`config.mk`:
```
export PLATFORM = sky130hd
export DESIGN_NAME = roi_crop_or_mask_pixels_unit
export DESIGN_NICKNAME = d
export VERILOG_FILES = /design/src/rtl/core/roic_pkg.sv /design/src/rtl/core/roic_inreg.sv /design/src/rtl/core/roic_decide.sv /design/src/rtl/core/roic_outreg.sv /design/src/rtl/core/roi_crop_or_mask_pixels_unit.sv
export VERILOG_INCLUDE_DIRS = /design/src /design/src/rtl/core
export SDC_FILE = /design/constraint.sdc
export NUM_CORES = 1
export LEC_CHECK = 0
export BUFFER_PORTS_ARGS = -buffer_cell sky130_fd_sc_hd__buf_2
export CAP_MARGIN = 20
export CELL_PAD_IN_SITES_DETAIL_PLACEMENT = 0
export CELL_PAD_IN_SITES_GLOBAL_PLACEMENT = 2
export CORE_ASPECT_RATIO = 0.7
export CORE_UTILIZATION = 37
export DETAILED_ROUTE_END_ITERATION = 8
export PLACE_DENSITY = 0.76
export SLEW_MARGIN = 20
export SYNTH_ARGS = -nofsm -noshare
export SYNTH_HDL_FRONTEND = slang
export SYNTH_SLANG_ARGS = --single-unit
```
`constraint.sdc`:
```
create_clock -name i_clk -period 10.3 [get_ports i_clk]
set_input_delay 0.515 -clock i_clk [delete_from_list [all_inputs] [get_ports i_clk]]
set_output_delay 0.515 -clock i_clk [all_outputs]
set_load 0.02 [all_outputs]
```
`src/rtl/core/assert_macros.svh`:
```
// Shared assertion macros, clocked on i_clk and held off during reset.
`ifndef ASSERT_MACROS_SVH
`define ASSERT_MACROS_SVH

// Check a property at every rising clock edge outside reset.
`define ROIC_ASSERT(lbl, prop, msg) \
    lbl: assert property (@(posedge i_clk) disable iff (!i_rst_n) (prop)) else $error(msg);

// Check that a condition never holds outside reset.
`define ROIC_ASSERT_NEVER(lbl, cond, msg) \
    `ROIC_ASSERT(lbl, !(cond), msg)

`endif

```
`src/rtl/core/roic_pkg.sv`:
```
package roic_pkg;

    localparam int VALUE_W   = 32;
    localparam int POS_W     = 12;
    localparam int DIM_W     = 13;
    localparam int ROI_W     = 16;
    localparam int COORD_W   = 18;
    localparam int CFG_IDX_W = 2;

    localparam int PIXEL_BITS_DEF = 32;
    localparam int MAX_DIM_DEF    = 4096;

    typedef logic signed [COORD_W-1:0] t_coord;

    typedef enum logic [CFG_IDX_W-1:0] {
        CFG_CROP_MODE   = 2'd0,
        CFG_PERMISSIVE  = 2'd1,
        CFG_KEEP_UNSEEN = 2'd2
    } t_cfg_idx;

    typedef struct packed {
        logic crop_mode;
        logic permissive_clamp;
        logic keep_unseen_frames;
    } t_cfg;

    typedef struct packed {
        logic [VALUE_W-1:0]   pixel_value;
        logic [POS_W-1:0]     pixel_row;
        logic [POS_W-1:0]     pixel_col;
        logic [DIM_W-1:0]     frame_rows;
        logic [DIM_W-1:0]     frame_cols;
        logic [ROI_W-1:0]     roi_min_x;
        logic [ROI_W-1:0]     roi_min_y;
        logic [ROI_W-1:0]     roi_max_x;
        logic [ROI_W-1:0]     roi_max_y;
        logic                 frame_end;
    } t_pix;

    typedef struct packed {
        logic emit;
        logic last;
        logic err;
    } t_res;

endpackage

```
`src/rtl/core/roic_inreg.sv`:
```
module roic_inreg (
    input  logic           i_clk,
    input  logic           i_rst_n,
    input  logic           i_in_valid,
    output logic           o_in_ready,
    input  roic_pkg::t_pix i_pix,
    input  logic           i_adv,
    output logic           o_valid,
    output roic_pkg::t_pix o_pix
);

    logic           r_valid;
    logic           n_valid;
    roic_pkg::t_pix r_pix;
    logic           w_take;

    assign o_in_ready = !r_valid || i_adv;
    assign w_take     = i_in_valid && o_in_ready;

    always_comb begin
        n_valid = r_valid;
        if (w_take) begin
            n_valid = 1'b1;
        end else if (i_adv) begin
            n_valid = 1'b0;
        end
    end

    always_ff @(posedge i_clk) begin
        if (!i_rst_n) begin
            r_valid <= 1'b0;
        end else begin
            r_valid <= n_valid;
        end
    end

    always_ff @(posedge i_clk) begin
        if (w_take) begin
            r_pix <= i_pix;
        end
    end

    assign o_valid = r_valid;
    assign o_pix   = r_pix;

endmodule

```
`src/rtl/core/roic_decide.sv`:
```
module roic_decide #(
    parameter int PIXEL_BITS = roic_pkg::PIXEL_BITS_DEF,
    parameter int MAX_DIM    = roic_pkg::MAX_DIM_DEF,
    localparam int ValW      = (PIXEL_BITS < roic_pkg::VALUE_W) ? PIXEL_BITS : roic_pkg::VALUE_W
) (
    input  roic_pkg::t_cfg  i_cfg,
    input  roic_pkg::t_pix  i_pix,
    output roic_pkg::t_res  o_res,
    output logic [ValW-1:0] o_value
);

    localparam int DimMax = (1 << roic_pkg::DIM_W) - 1;
    localparam int DimCap = (MAX_DIM > DimMax) ? DimMax : MAX_DIM;
    localparam logic [roic_pkg::DIM_W-1:0] CAP = roic_pkg::DIM_W'(DimCap);

    logic [roic_pkg::DIM_W-1:0] w_rows_u;
    logic [roic_pkg::DIM_W-1:0] w_cols_u;
    roic_pkg::t_coord w_rows, w_cols, w_row, w_col;
    roic_pkg::t_coord w_minx, w_miny, w_maxx, w_maxy;
    roic_pkg::t_coord w_cminx, w_cminy, w_cmaxx, w_cmaxy;
    logic w_unseen, w_neg, w_outside, w_inside, w_crop_last;

    always_comb begin
        w_rows_u = (i_pix.frame_rows > CAP) ? CAP : i_pix.frame_rows;
        w_cols_u = (i_pix.frame_cols > CAP) ? CAP : i_pix.frame_cols;
        w_rows   = $signed(roic_pkg::COORD_W'(w_rows_u));
        w_cols   = $signed(roic_pkg::COORD_W'(w_cols_u));
        w_row    = $signed(roic_pkg::COORD_W'(i_pix.pixel_row));
        w_col    = $signed(roic_pkg::COORD_W'(i_pix.pixel_col));
        w_minx   = roic_pkg::COORD_W'($signed(i_pix.roi_min_x));
        w_miny   = roic_pkg::COORD_W'($signed(i_pix.roi_min_y));
        w_maxx   = roic_pkg::COORD_W'($signed(i_pix.roi_max_x));
        w_maxy   = roic_pkg::COORD_W'($signed(i_pix.roi_max_y));

        w_unseen = (w_maxx < 0) || (w_minx >= w_cols) || (w_maxy < 0) || (w_miny >= w_rows);

        w_cminx = w_minx;
        w_cminy = w_miny;
        w_cmaxx = w_maxx;
        w_cmaxy = w_maxy;
        if (i_cfg.permissive_clamp) begin
            if (w_minx < 0) w_cminx = '0;
            if (w_miny < 0) w_cminy = '0;
            if (w_maxx > w_cols) w_cmaxx = w_cols;
            if (w_maxy > w_rows) w_cmaxy = w_rows;
        end

        w_neg       = (w_cmaxx < w_cminx) || (w_cmaxy < w_cminy);
        w_outside   = !((w_cminx >= 0) && (w_cminy >= 0)
                        && (w_cmaxx <= w_cols) && (w_cmaxy <= w_rows));
        w_inside    = (w_row >= w_cminy) && (w_row < w_cmaxy)
                      && (w_col >= w_cminx) && (w_col < w_cmaxx);
        w_crop_last = (w_row == w_cmaxy - 1) && (w_col == w_cmaxx - 1);

        o_res   = '0;
        o_value = '0;
        priority if (w_unseen) begin
            o_res.emit = i_cfg.keep_unseen_frames;
            o_res.last = i_pix.frame_end;
        end else if (w_neg) begin
            o_res.emit = i_pix.frame_end;
            o_res.last = 1'b1;
            o_res.err  = 1'b1;
        end else if (w_outside) begin
            o_res.emit = 1'b0;
        end else if (i_cfg.crop_mode) begin
            o_res.emit = w_inside;
            o_res.last = w_crop_last;
            o_value    = i_pix.pixel_value[ValW-1:0];
        end else begin
            o_res.emit = 1'b1;
            o_res.last = i_pix.frame_end;
            o_value    = w_inside ? i_pix.pixel_value[ValW-1:0] : '0;
        end
    end

endmodule

```
`src/rtl/core/roic_outreg.sv`:
```
`include "assert_macros.svh"

module roic_outreg #(
    parameter int VAL_W = roic_pkg::VALUE_W
) (
    input  logic                         i_clk,
    input  logic                         i_rst_n,
    input  logic                         i_s1_valid,
    input  roic_pkg::t_res               i_res,
    input  logic [VAL_W-1:0]             i_value,
    output logic                         o_adv,
    output logic                         o_out_valid,
    input  logic                         i_out_ready,
    output logic [roic_pkg::VALUE_W-1:0] o_out_value,
    output logic                         o_out_last,
    output logic                         o_roi_error
);

    logic             r_out_valid;
    logic             n_out_valid;
    logic [VAL_W-1:0] r_value;
    logic             r_last;
    logic             r_err;
    logic             w_free;
    logic             w_load;

    assign w_free = !r_out_valid || i_out_ready;
    assign o_adv  = i_s1_valid && w_free;
    assign w_load = o_adv && i_res.emit;

    always_comb begin
        n_out_valid = r_out_valid;
        if (w_free) begin
            n_out_valid = w_load;
        end
    end

    always_ff @(posedge i_clk) begin
        if (!i_rst_n) begin
            r_out_valid <= 1'b0;
        end else begin
            r_out_valid <= n_out_valid;
        end
    end

    always_ff @(posedge i_clk) begin
        if (w_load) begin
            r_value <= i_value;
            r_last  <= i_res.last;
            r_err   <= i_res.err;
        end
    end

    assign o_out_valid = r_out_valid;
    assign o_out_value = roic_pkg::VALUE_W'(r_value);
    assign o_out_last  = r_last;
    assign o_roi_error = r_err;

    `ROIC_ASSERT(a_err_shape, (r_out_valid && r_err) |-> (r_last && (r_value == '0)), "error result not last or not zero")
    `ROIC_ASSERT(a_emit_loads, (o_adv && i_res.emit) |=> r_out_valid, "emitted result lost")
    `ROIC_ASSERT(a_drop_empty, (o_adv && !i_res.emit) |=> !r_out_valid, "dropped item produced a result")
    `ROIC_ASSERT_NEVER(a_no_overrun, w_load && r_out_valid && !i_out_ready, "result overwritten while stalled")

endmodule

```
`src/rtl/core/roi_crop_or_mask_pixels_unit.sv`:
```
// Input transfer to output transfer passes the input register, then the result register.
// One pixel per cycle unless output stalls; ready passes back combinationally through both registers.
// Pixels that produce no result leave no bubble at the output; they wait only behind a held result.
// Reset: synchronous, active low; clears pipeline valid flags and all three control registers.
module roi_crop_or_mask_pixels_unit #(
    parameter int PIXEL_BITS = roic_pkg::PIXEL_BITS_DEF,
    parameter int MAX_DIM    = roic_pkg::MAX_DIM_DEF
) (
    input  logic                             i_clk,
    input  logic                             i_rst_n,
    input  logic                             i_cfg_we,
    input  logic [roic_pkg::CFG_IDX_W-1:0]   i_cfg_index,
    input  logic                             i_cfg_data,
    input  logic                             i_in_valid,
    output logic                             o_in_ready,
    input  logic [roic_pkg::VALUE_W-1:0]     i_pixel_value,
    input  logic [roic_pkg::POS_W-1:0]       i_pixel_row,
    input  logic [roic_pkg::POS_W-1:0]       i_pixel_col,
    input  logic [roic_pkg::DIM_W-1:0]       i_frame_rows,
    input  logic [roic_pkg::DIM_W-1:0]       i_frame_cols,
    input  logic signed [roic_pkg::ROI_W-1:0] i_roi_min_x,
    input  logic signed [roic_pkg::ROI_W-1:0] i_roi_min_y,
    input  logic signed [roic_pkg::ROI_W-1:0] i_roi_max_x,
    input  logic signed [roic_pkg::ROI_W-1:0] i_roi_max_y,
    input  logic                             i_frame_end,
    output logic                             o_out_valid,
    input  logic                             i_out_ready,
    output logic [roic_pkg::VALUE_W-1:0]     o_out_value,
    output logic                             o_out_last,
    output logic                             o_roi_error
);

    localparam int ValW = (PIXEL_BITS < roic_pkg::VALUE_W) ? PIXEL_BITS : roic_pkg::VALUE_W;

    roic_pkg::t_cfg  r_cfg;
    roic_pkg::t_cfg  n_cfg;
    roic_pkg::t_pix  w_in_pix;
    roic_pkg::t_pix  w_s1_pix;
    roic_pkg::t_res  w_res;
    logic            w_s1_valid;
    logic            w_adv;
    logic [ValW-1:0] w_value;

    always_comb begin
        n_cfg = r_cfg;
        if (i_cfg_we) begin
            unique case (i_cfg_index)
                roic_pkg::CFG_CROP_MODE:   n_cfg.crop_mode          = i_cfg_data;
                roic_pkg::CFG_PERMISSIVE:  n_cfg.permissive_clamp   = i_cfg_data;
                roic_pkg::CFG_KEEP_UNSEEN: n_cfg.keep_unseen_frames = i_cfg_data;
                default:                   n_cfg = r_cfg;
            endcase
        end
    end

    always_ff @(posedge i_clk) begin
        if (!i_rst_n) begin
            r_cfg <= '0;
        end else begin
            r_cfg <= n_cfg;
        end
    end

    always_comb begin
        w_in_pix.pixel_value = i_pixel_value;
        w_in_pix.pixel_row   = i_pixel_row;
        w_in_pix.pixel_col   = i_pixel_col;
        w_in_pix.frame_rows  = i_frame_rows;
        w_in_pix.frame_cols  = i_frame_cols;
        w_in_pix.roi_min_x   = i_roi_min_x;
        w_in_pix.roi_min_y   = i_roi_min_y;
        w_in_pix.roi_max_x   = i_roi_max_x;
        w_in_pix.roi_max_y   = i_roi_max_y;
        w_in_pix.frame_end   = i_frame_end;
    end

    roic_inreg u_inreg (
        .i_clk      (i_clk),
        .i_rst_n    (i_rst_n),
        .i_in_valid (i_in_valid),
        .o_in_ready (o_in_ready),
        .i_pix      (w_in_pix),
        .i_adv      (w_adv),
        .o_valid    (w_s1_valid),
        .o_pix      (w_s1_pix)
    );

    roic_decide #(
        .PIXEL_BITS (PIXEL_BITS),
        .MAX_DIM    (MAX_DIM)
    ) u_decide (
        .i_cfg   (r_cfg),
        .i_pix   (w_s1_pix),
        .o_res   (w_res),
        .o_value (w_value)
    );

    roic_outreg #(
        .VAL_W (ValW)
    ) u_outreg (
        .i_clk       (i_clk),
        .i_rst_n     (i_rst_n),
        .i_s1_valid  (w_s1_valid),
        .i_res       (w_res),
        .i_value     (w_value),
        .o_adv       (w_adv),
        .o_out_valid (o_out_valid),
        .i_out_ready (i_out_ready),
        .o_out_value (o_out_value),
        .o_out_last  (o_out_last),
        .o_roi_error (o_roi_error)
    );

endmodule
```
* After elaboration in Yosys (flattened, before gate mapping)
Index checks and enable logic that the tools add are counted.
** Storage, ports and cells
- Bits in registers :: 186
** Cells by class
- Add/sub/neg operators :: 2
- $lt $le $gt $ge :: 20
- Equal/unequal tests :: 4
- Muxes and demuxes :: 20
- Bitwise operators :: 1
- Reductions and logical operators :: 24
** Operators by type and width (count)
- 2-to-1 mux 18 bit :: 8
- == test 13 x 32 -> 1 bit :: 2
- less-than comparator 16 x 1 -> 1 bit (second input constant) :: 4
- 2-to-1 mux 32 bit :: 2
- subtractor 18 x 2 -> 19 bit (second input constant) :: 2
- greater-or-equal comparator 13 x 18 -> 1 bit :: 2
- greater-or-equal comparator 18 x 1 -> 1 bit (second input constant) :: 2
- less-or-equal comparator 18 x 14 -> 1 bit :: 2
- less-than comparator 13 x 18 -> 1 bit :: 2
- less-than comparator 18 bit :: 2
- greater-or-equal comparator 16 x 14 -> 1 bit :: 2
- > comparator 16 x 14 -> 1 bit :: 2
- > comparator 13 bit (second input constant) :: 2
- 2-to-1 mux 13 bit :: 2
- logical AND 1 bit :: 10
- logical OR 1 bit :: 6
- 2-to-1 mux 2 bit :: 3
- AND reduction 2 bit :: 3
- 2-to-1 mux 1 bit :: 5
- OR reduction 3 bit :: 1
- == test 2 x 1 -> 1 bit (second input constant) :: 1
- == test 2 bit (second input constant) :: 1
- zero test 1 bit :: 2
- zero test 2 bit :: 1
- 2 further kinds :: 2

* Logic depth before layout (Yosys ltp)
- Depth after elaboration :: 14
- Mapped depth :: 27
- Depth with buffers taken out :: 23

* Modules after synthesis
From an unflattened synthesis, not the netlist that was laid out.
** Second synthesis, totals
- Cell total of the unflattened synthesis :: 1043
- Area total of the unflattened synthesis :: 11624.9 sq um
** Modules (own cells, without submodules)
- roic_decide :: sequential area each 0.0 sq um, instances 1, cells an instance 838, area each 5925.7 sq um
- roic_inreg :: sequential area each 4434.3 sq um, instances 1, cells an instance 152, area each 4471.8 sq um
- roic_outreg :: sequential area each 1041.0 sq um, instances 1, cells an instance 40, area each 1094.8 sq um
- roi_crop_or_mask_pixels_unit :: sequential area each 60.1 sq um, instances 1, cells an instance 13, area each 132.6 sq um

* Worst setup path before layout
No wires, ideal clock.
- Path kind :: flip-flop to flip-flop
- From :: register u_inreg.r_pix (netlist bit u_inreg.o_pix[77])
- To :: register u_outreg.r_last (netlist: u_outreg.o_out_last), enable pin
- Path buffers :: 2
- Data arrival time :: 7.556 ns
- Stages on the path, launching flop included :: 25
- Data required time :: 9.825 ns
- Clock period less this slack :: 8.031 ns
- Library setup time :: 0.475 ns
- Slack :: 2.269 ns
- Path through :: edfxtp_1 clkbuf_1 clkinv_1 nand2_1 ha_1 a21o_1 a2111oi_0 nand3_1 nand2_1 buf_1 nor2_1 a21oi_1 inv_1 ha_1 a21o_1 a21oi_1 o21ai_0 nor2_1 a2111o_1 o31ai_1 o21ai_0 a211oi_1 and2_1 a222oi_1 nor3b_1
** On the way
- Longest elaborated chain between the ends :: 12
- Elaborated cells between the ends (all ways) :: 21
- Classes of those cells :: order compare (6); mux (7); reduce/logical (8)
** RTL lines
- from (decl) :: line roic_inreg.sv:14 : roic_pkg::t_pix r_pix;
- from (signal assigned) :: line roic_inreg.sv:39 : r_pix <= i_pix;
- > comparator 13 bit :: line roic_decide.sv:25 : w_cols_u = (i_pix.frame_cols > CAP) ? CAP : i_pix.frame_cols;
- 2-to-1 mux 13 bit * :: line roic_decide.sv:25
- > comparator 16 x 14 -> 1 bit :: line roic_decide.sv:44 : if (w_maxx > w_cols) w_cmaxx = w_cols;
- 2-to-1 mux 18 bit :: line roic_decide.sv:44
- 2-to-1 mux 18 bit :: line roic_decide.sv:41 : if (i_cfg.permissive_clamp) begin
- less-than comparator 13 x 18 -> 1 bit or less-or-equal comparator 18 x 14 -> 1 bit (tied branches) :: line roic_decide.sv:52, roic_decide.sv:50
- logical AND 1 bit, on equally long branches :: line roic_decide.sv:52, roic_decide.sv:50
- 2-to-1 mux 2 bit or logical AND 1 bit (tied branches) :: line roic_decide.sv:66, roic_decide.sv:50
- 2-to-1 mux 1 bit :: line roic_decide.sv:64 : end else if (w_outside) begin
- 2-to-1 mux 2 bit :: line roic_decide.sv:60 : end else if (w_neg) begin
- 2-to-1 mux 2 bit * :: line roic_decide.sv:57 : priority if (w_unseen) begin
- logical AND 1 bit * :: line roic_outreg.sv:29 : assign w_load = o_adv && i_res.emit;
- via u_outreg.w_load :: line roic_outreg.sv:25 : logic w_load;
- to (signal assigned) :: line roic_outreg.sv:49 : r_last <= i_res.last;
- to (decl) :: line roic_outreg.sv:22 : logic r_last;
The timed path passes the listed nets; every way through them passes the cells marked *.
A chain may end at the register's enable or synchronous reset.

* Final worst setup path
- From :: register u_inreg.r_pix (netlist bit u_inreg.o_pix[77])
- To :: register u_outreg.r_value[9] (netlist: u_outreg.o_out_value[9]), enable pin
** On the way
- Longest elaborated chain between the ends :: 12
- Elaborated cells between the ends (all ways) :: 21
- Classes of those cells :: order compare (6); mux (7); reduce/logical (8)
** RTL lines
- > comparator 13 bit :: line roic_decide.sv:25
- 2-to-1 mux 13 bit * :: line roic_decide.sv:25
- > comparator 16 x 14 -> 1 bit :: line roic_decide.sv:44
- 2-to-1 mux 18 bit :: line roic_decide.sv:44
- 2-to-1 mux 18 bit :: line roic_decide.sv:41
- less-than comparator 13 x 18 -> 1 bit or less-or-equal comparator 18 x 14 -> 1 bit (tied branches) :: line roic_decide.sv:52, roic_decide.sv:50
- logical AND 1 bit, on equally long branches :: line roic_decide.sv:52, roic_decide.sv:50
- 2-to-1 mux 2 bit or logical AND 1 bit (tied branches) :: line roic_decide.sv:66, roic_decide.sv:50
- 2-to-1 mux 1 bit :: line roic_decide.sv:64
- 2-to-1 mux 2 bit :: line roic_decide.sv:60
- 2-to-1 mux 2 bit * :: line roic_decide.sv:57
- logical AND 1 bit * :: line roic_outreg.sv:29
- via u_outreg.w_load :: line roic_outreg.sv:25
- to (signal assigned) :: line roic_outreg.sv:48 : r_value <= i_value;
- to (decl) :: line roic_outreg.sv:21 : logic [VAL_W-1:0] r_value;
Marked as above.

==> flow_metrics.py <==
metrics = {
    "outcome": {
        "status": "completed",
    },
    "die": {
        "start_util_pct": 37.7,
        "die_y_um": 151,
        "fp-row-count": 54,
        "dieArea_mm2": 0.0324,
        "die_x_um": 215,
        "core_mm2": 0.0311,
        "io_pins": 191,
    },
    "global_route": {
        "grt_overflow": 0,
        "grt.total_usage_pct": 23.0,
        "antenna_found_initial": 3,
        "grt_max_degree": 77,
        "first_global_vias": 8728,
        "grt_pass1_wl_um": 54600,
    },
    "route": {
        "detail-route-antenna-nets": 0,
        "via_count": 9144,
        "drt-total-wl_um": 36700,
        "drt-initial-drc-count": 788,
        "drcViolationCount": 0,
        "viasPerCell": 5.43,
        "wl_per_cell_um": 21.8,
        "first_pass_iters": 5,
    },
    "yosys": {
        "synth_top_cell_area_share_pct": 46.3,
        "synth-compound-area-share_pct": 13.6,
        "synth_cell_types": 72,
        "async_flop_share_pct": 0,
        "yosys-mux-area-fraction_pct": 2.21,
        "synth_top_family_by_area": "adder cells",
        "syn-num-nets": 1367,
        "ys_seq_area_share_pct": 47.2,
        "syn_area_mm2": 0.0117,
        "synth_area_leaders": "edfxtp_1, ha_1, nand2_1",
        "ys.flop_type": "edfxtp_1",
        "syn_area_per_cell_um2": 11.0,
        "ys_warn_count": 0,
        "ys_ff_latch": 186,
        "syn_inst": 1062,
        "synth_xor_area_share_pct": 2.61,
        "synth_top_area_cell": "edfxtp_1",
        "synth_edf_count": 181,
        "synth_simple_gate_area_share_pct": 15.4,
        "synth_fa_ha_area_share_pct": 16.0,
    },
    "final_layout": {
        "multiInputGateArea_mm2": 0.00587,
        "post-route-util_pct": 44.2,
        "final_area_mm2": 0.0138,
        "diodes": 0,
        "layout-drive-gt1-share_pct": 19.5,
        "final_nets": 1555,
        "seq_area_mm2": 0.00554,
        "areaGrowthSynthToFinish_pct": 17.4,
        "num-fill-cells": 2973,
    },
    "timing": {
        "rsz0062_at_grt": "false",
        "fmaxAchievable_ghz": 0.122,
        "skew_ps": 27.0,
        "setup_tns_ps": 0,
        "setup_violations": 0,
        "holdWs_ps": 209,
        "fin_crit_ps": 8230,
        "finalHoldViolCount": 0,
        "min_period_over_period_pct": 79.9,
        "slew_viol_final": 0,
        "setup_slack_ps": 2070,
        "maxSlewHeadroom_pct": 32.1,
        "worst_pin_slew_ps": 1010,
    },
    "clock_tree": {
        "clk_path_buf_depth": 2,
        "cts_tree": "yes",
        "h-tree-depth": 4,
        "clock-sinks": 186,
        "cts_buffers": 17,
        "cts_resized": 0,
        "cts.reportedPaths.clkPinSlew_ps": 100,
        "cts_root_buffer": "clkbuf_16",
        "insertion_delay_ps": 470,
        "hold_buffers": 0,
        "cts_setup_buffers": 0,
    },
    "placement": {
        "dp_slack_ps": 2070,
        "place_congestion": 0.921,
        "numPortBuffers": 190,
        "post_dp_cell_area_mm2": 0.0131,
        "dp_hpwl_um": 29400,
    },
    "setup_path": {
        "critical_path.cell_chain": "clkinv_1 -> nand2_1 -> ha_1 -> a21o_1 -> a2111oi_1 -> nand3_1 -> nand2_1 -> nor2_1 -> a21oi_1 -> inv_1 -> ha_1 -> a21o_1 -> a21oi_1 -> o21ai_0 -> o2bb2ai_1 -> o311ai_0 -> o21ai_0 -> a211oi_1 -> nor2_1 -> a222oi_1 -> nor3b_2 -> buf_4",
        "cp_slowest_stage_delay_ps": 790,
        "reg2reg_slack_ps": 2070,
        "crit_type": "flip-flop to flip-flop",
        "crit_slowest_cell": "a2111oi_1",
        "cp.arrival_ps": 8360,
        "cp_max_fo": 26,
        "cp.required_ps": 10430,
        "start_kind": "flip-flop",
        "timing.rr.start": "u_inreg.o_pix[77]",
        "endpoint_kind": "flip-flop",
        "critPathLaunch": "u_inreg.o_pix[77]",
    },
    "hold_path": {
        "hp-class": "primary input to flip-flop",
        "timing.hold.worst.start": "i_pixel_col[7]",
    },
    "power": {
        "ir_drop_uv": 100,
        "cellLeakagePower_nw": 5.83,
        "p_per_area_mw_per_mm2": 138,
    },
    "job": {
        "cap_viol_max_count": 0,
    },
}
-- cells in the final DEF, fill, tap and decap left out, drive strengths merged, types with 14 or more instances in the layout --
cell type and count:
o21ai 41, mux2i 21, nor2b 29, inv 71, xnor2 25, ha 150, buf 193, nor3 28
nand2 93, nand3 27, nor4 14, nand4 18, nor2 49, edfxtp 181, a21oi 52, a21o 22
a211oi 16, clkbuf 17, and2 39
-- metrics by stage --
stage / cells / power [mW]
floorplan: 1062 / 1.09
global placement: 1651 / 1.21
detailed placement: 1651 / 1.21
CTS: 1683 / 1.91
global route: 1683 / 1.98
finish: 1683 / 1.90
-- flip-flops by register name, indices dropped and copies added, names as in the netlist --
| signal | flops |
|---|---|
| u_inreg.o_pix | 147 |
| u_outreg.o_out_value | 32 |
| r_cfg | 3 |
| u_inreg.o_valid | 1 |
| u_outreg.o_out_last | 1 |
| u_outreg.o_out_valid | 1 |
| u_outreg.o_roi_error | 1 |
-- where the power goes --
part	internal, mW	switching (mW)	leakage, nW
clock network	0.338	0.363	0.299
registers	0.868	0.0348	1.87
logic	0.119	0.177	3.66
-- critical path, delay by kind of cell (launching register included) --
family | cells | cell delay (ps)
buffers and inverters | 3 | 1010
AOI/OAI and AO/OA | 11 | 3320
adders and majority gates | 2 | 600
DFF | 1 | 670
and+or+nand+nor | 6 | 2300
-- path summary, 6_finish.rpt --
check / to / depth (start not counted)
hold / removal: u_inreg.o_pix[98] / 1
setup / recovery: u_outreg.o_out_value[9] / 22
hold reg to reg: u_outreg.o_out_value[26] / 1
setup reg to reg: u_outreg.o_out_value[9] / 22
-- logic make-up (layout without fill, tap and decap cells) --
group,Yosys count,after routing
and+or+nand+nor,349,349
muxes,25,25
DFF,186,186
adders and majority gates,150,150
AOI/OAI and AO/OA,229,229
buffers and inverters,88,289
xor gates and xnor gates,35,35
-- routing by layer --
metal / track usage [%] / part of all wire (%)
met5: 0 / 0.071
met4: 4.61 / 0.91
met3: 6.89 / 9.0
met2: 30.0 / 38
met1: 36.3 / 52
-- layout make-up --
cell class              instances  share of cell area [%]
clock buffers                  17                    3.09
clock inverters                15                    1.47
inverters                      64                    1.74
multi-input cells             788                    42.6
flip-flops and latches        186                    40.2
well taps                     420                    3.82
repair buffers                193                    7.07
-- cell usage after synthesis (3+ instances only) --
cell type and instances:
edfxtp_1 181, ha_1 150, nand2_1 93, inv_1 62, a21oi_1 52, nor2_1 49
o21ai_0 41, and2_1 39, nor2b_1 29, nor3_1 28, nand3_1 27, xnor2_1 25
a21o_1 22, mux2i_1 20, nand4_1 18, clkbuf_1 16, a211oi_1 14, nor4_1 14
nand2b_1 11, o211ai_1 10, o21a_1 10, or4_1 10, xor2_1 10, a2111oi_0 8
a31oi_1 8, and3_1 6, o31ai_1 6, or3_1 6, a211o_1 5, dfxtp_1 5
o22ai_1 5, buf_2 4, mux2_2 4, nor3b_1 4, o31a_1 4, a2111o_1 3
a21boi_0 3, a31o_2 3, and4_1 3, nand3b_1 3, o2111ai_1 3, o21bai_1 3
o221ai_1 3, o32ai_1 3
Note: power is estimated with default switching activity, not from simulation.
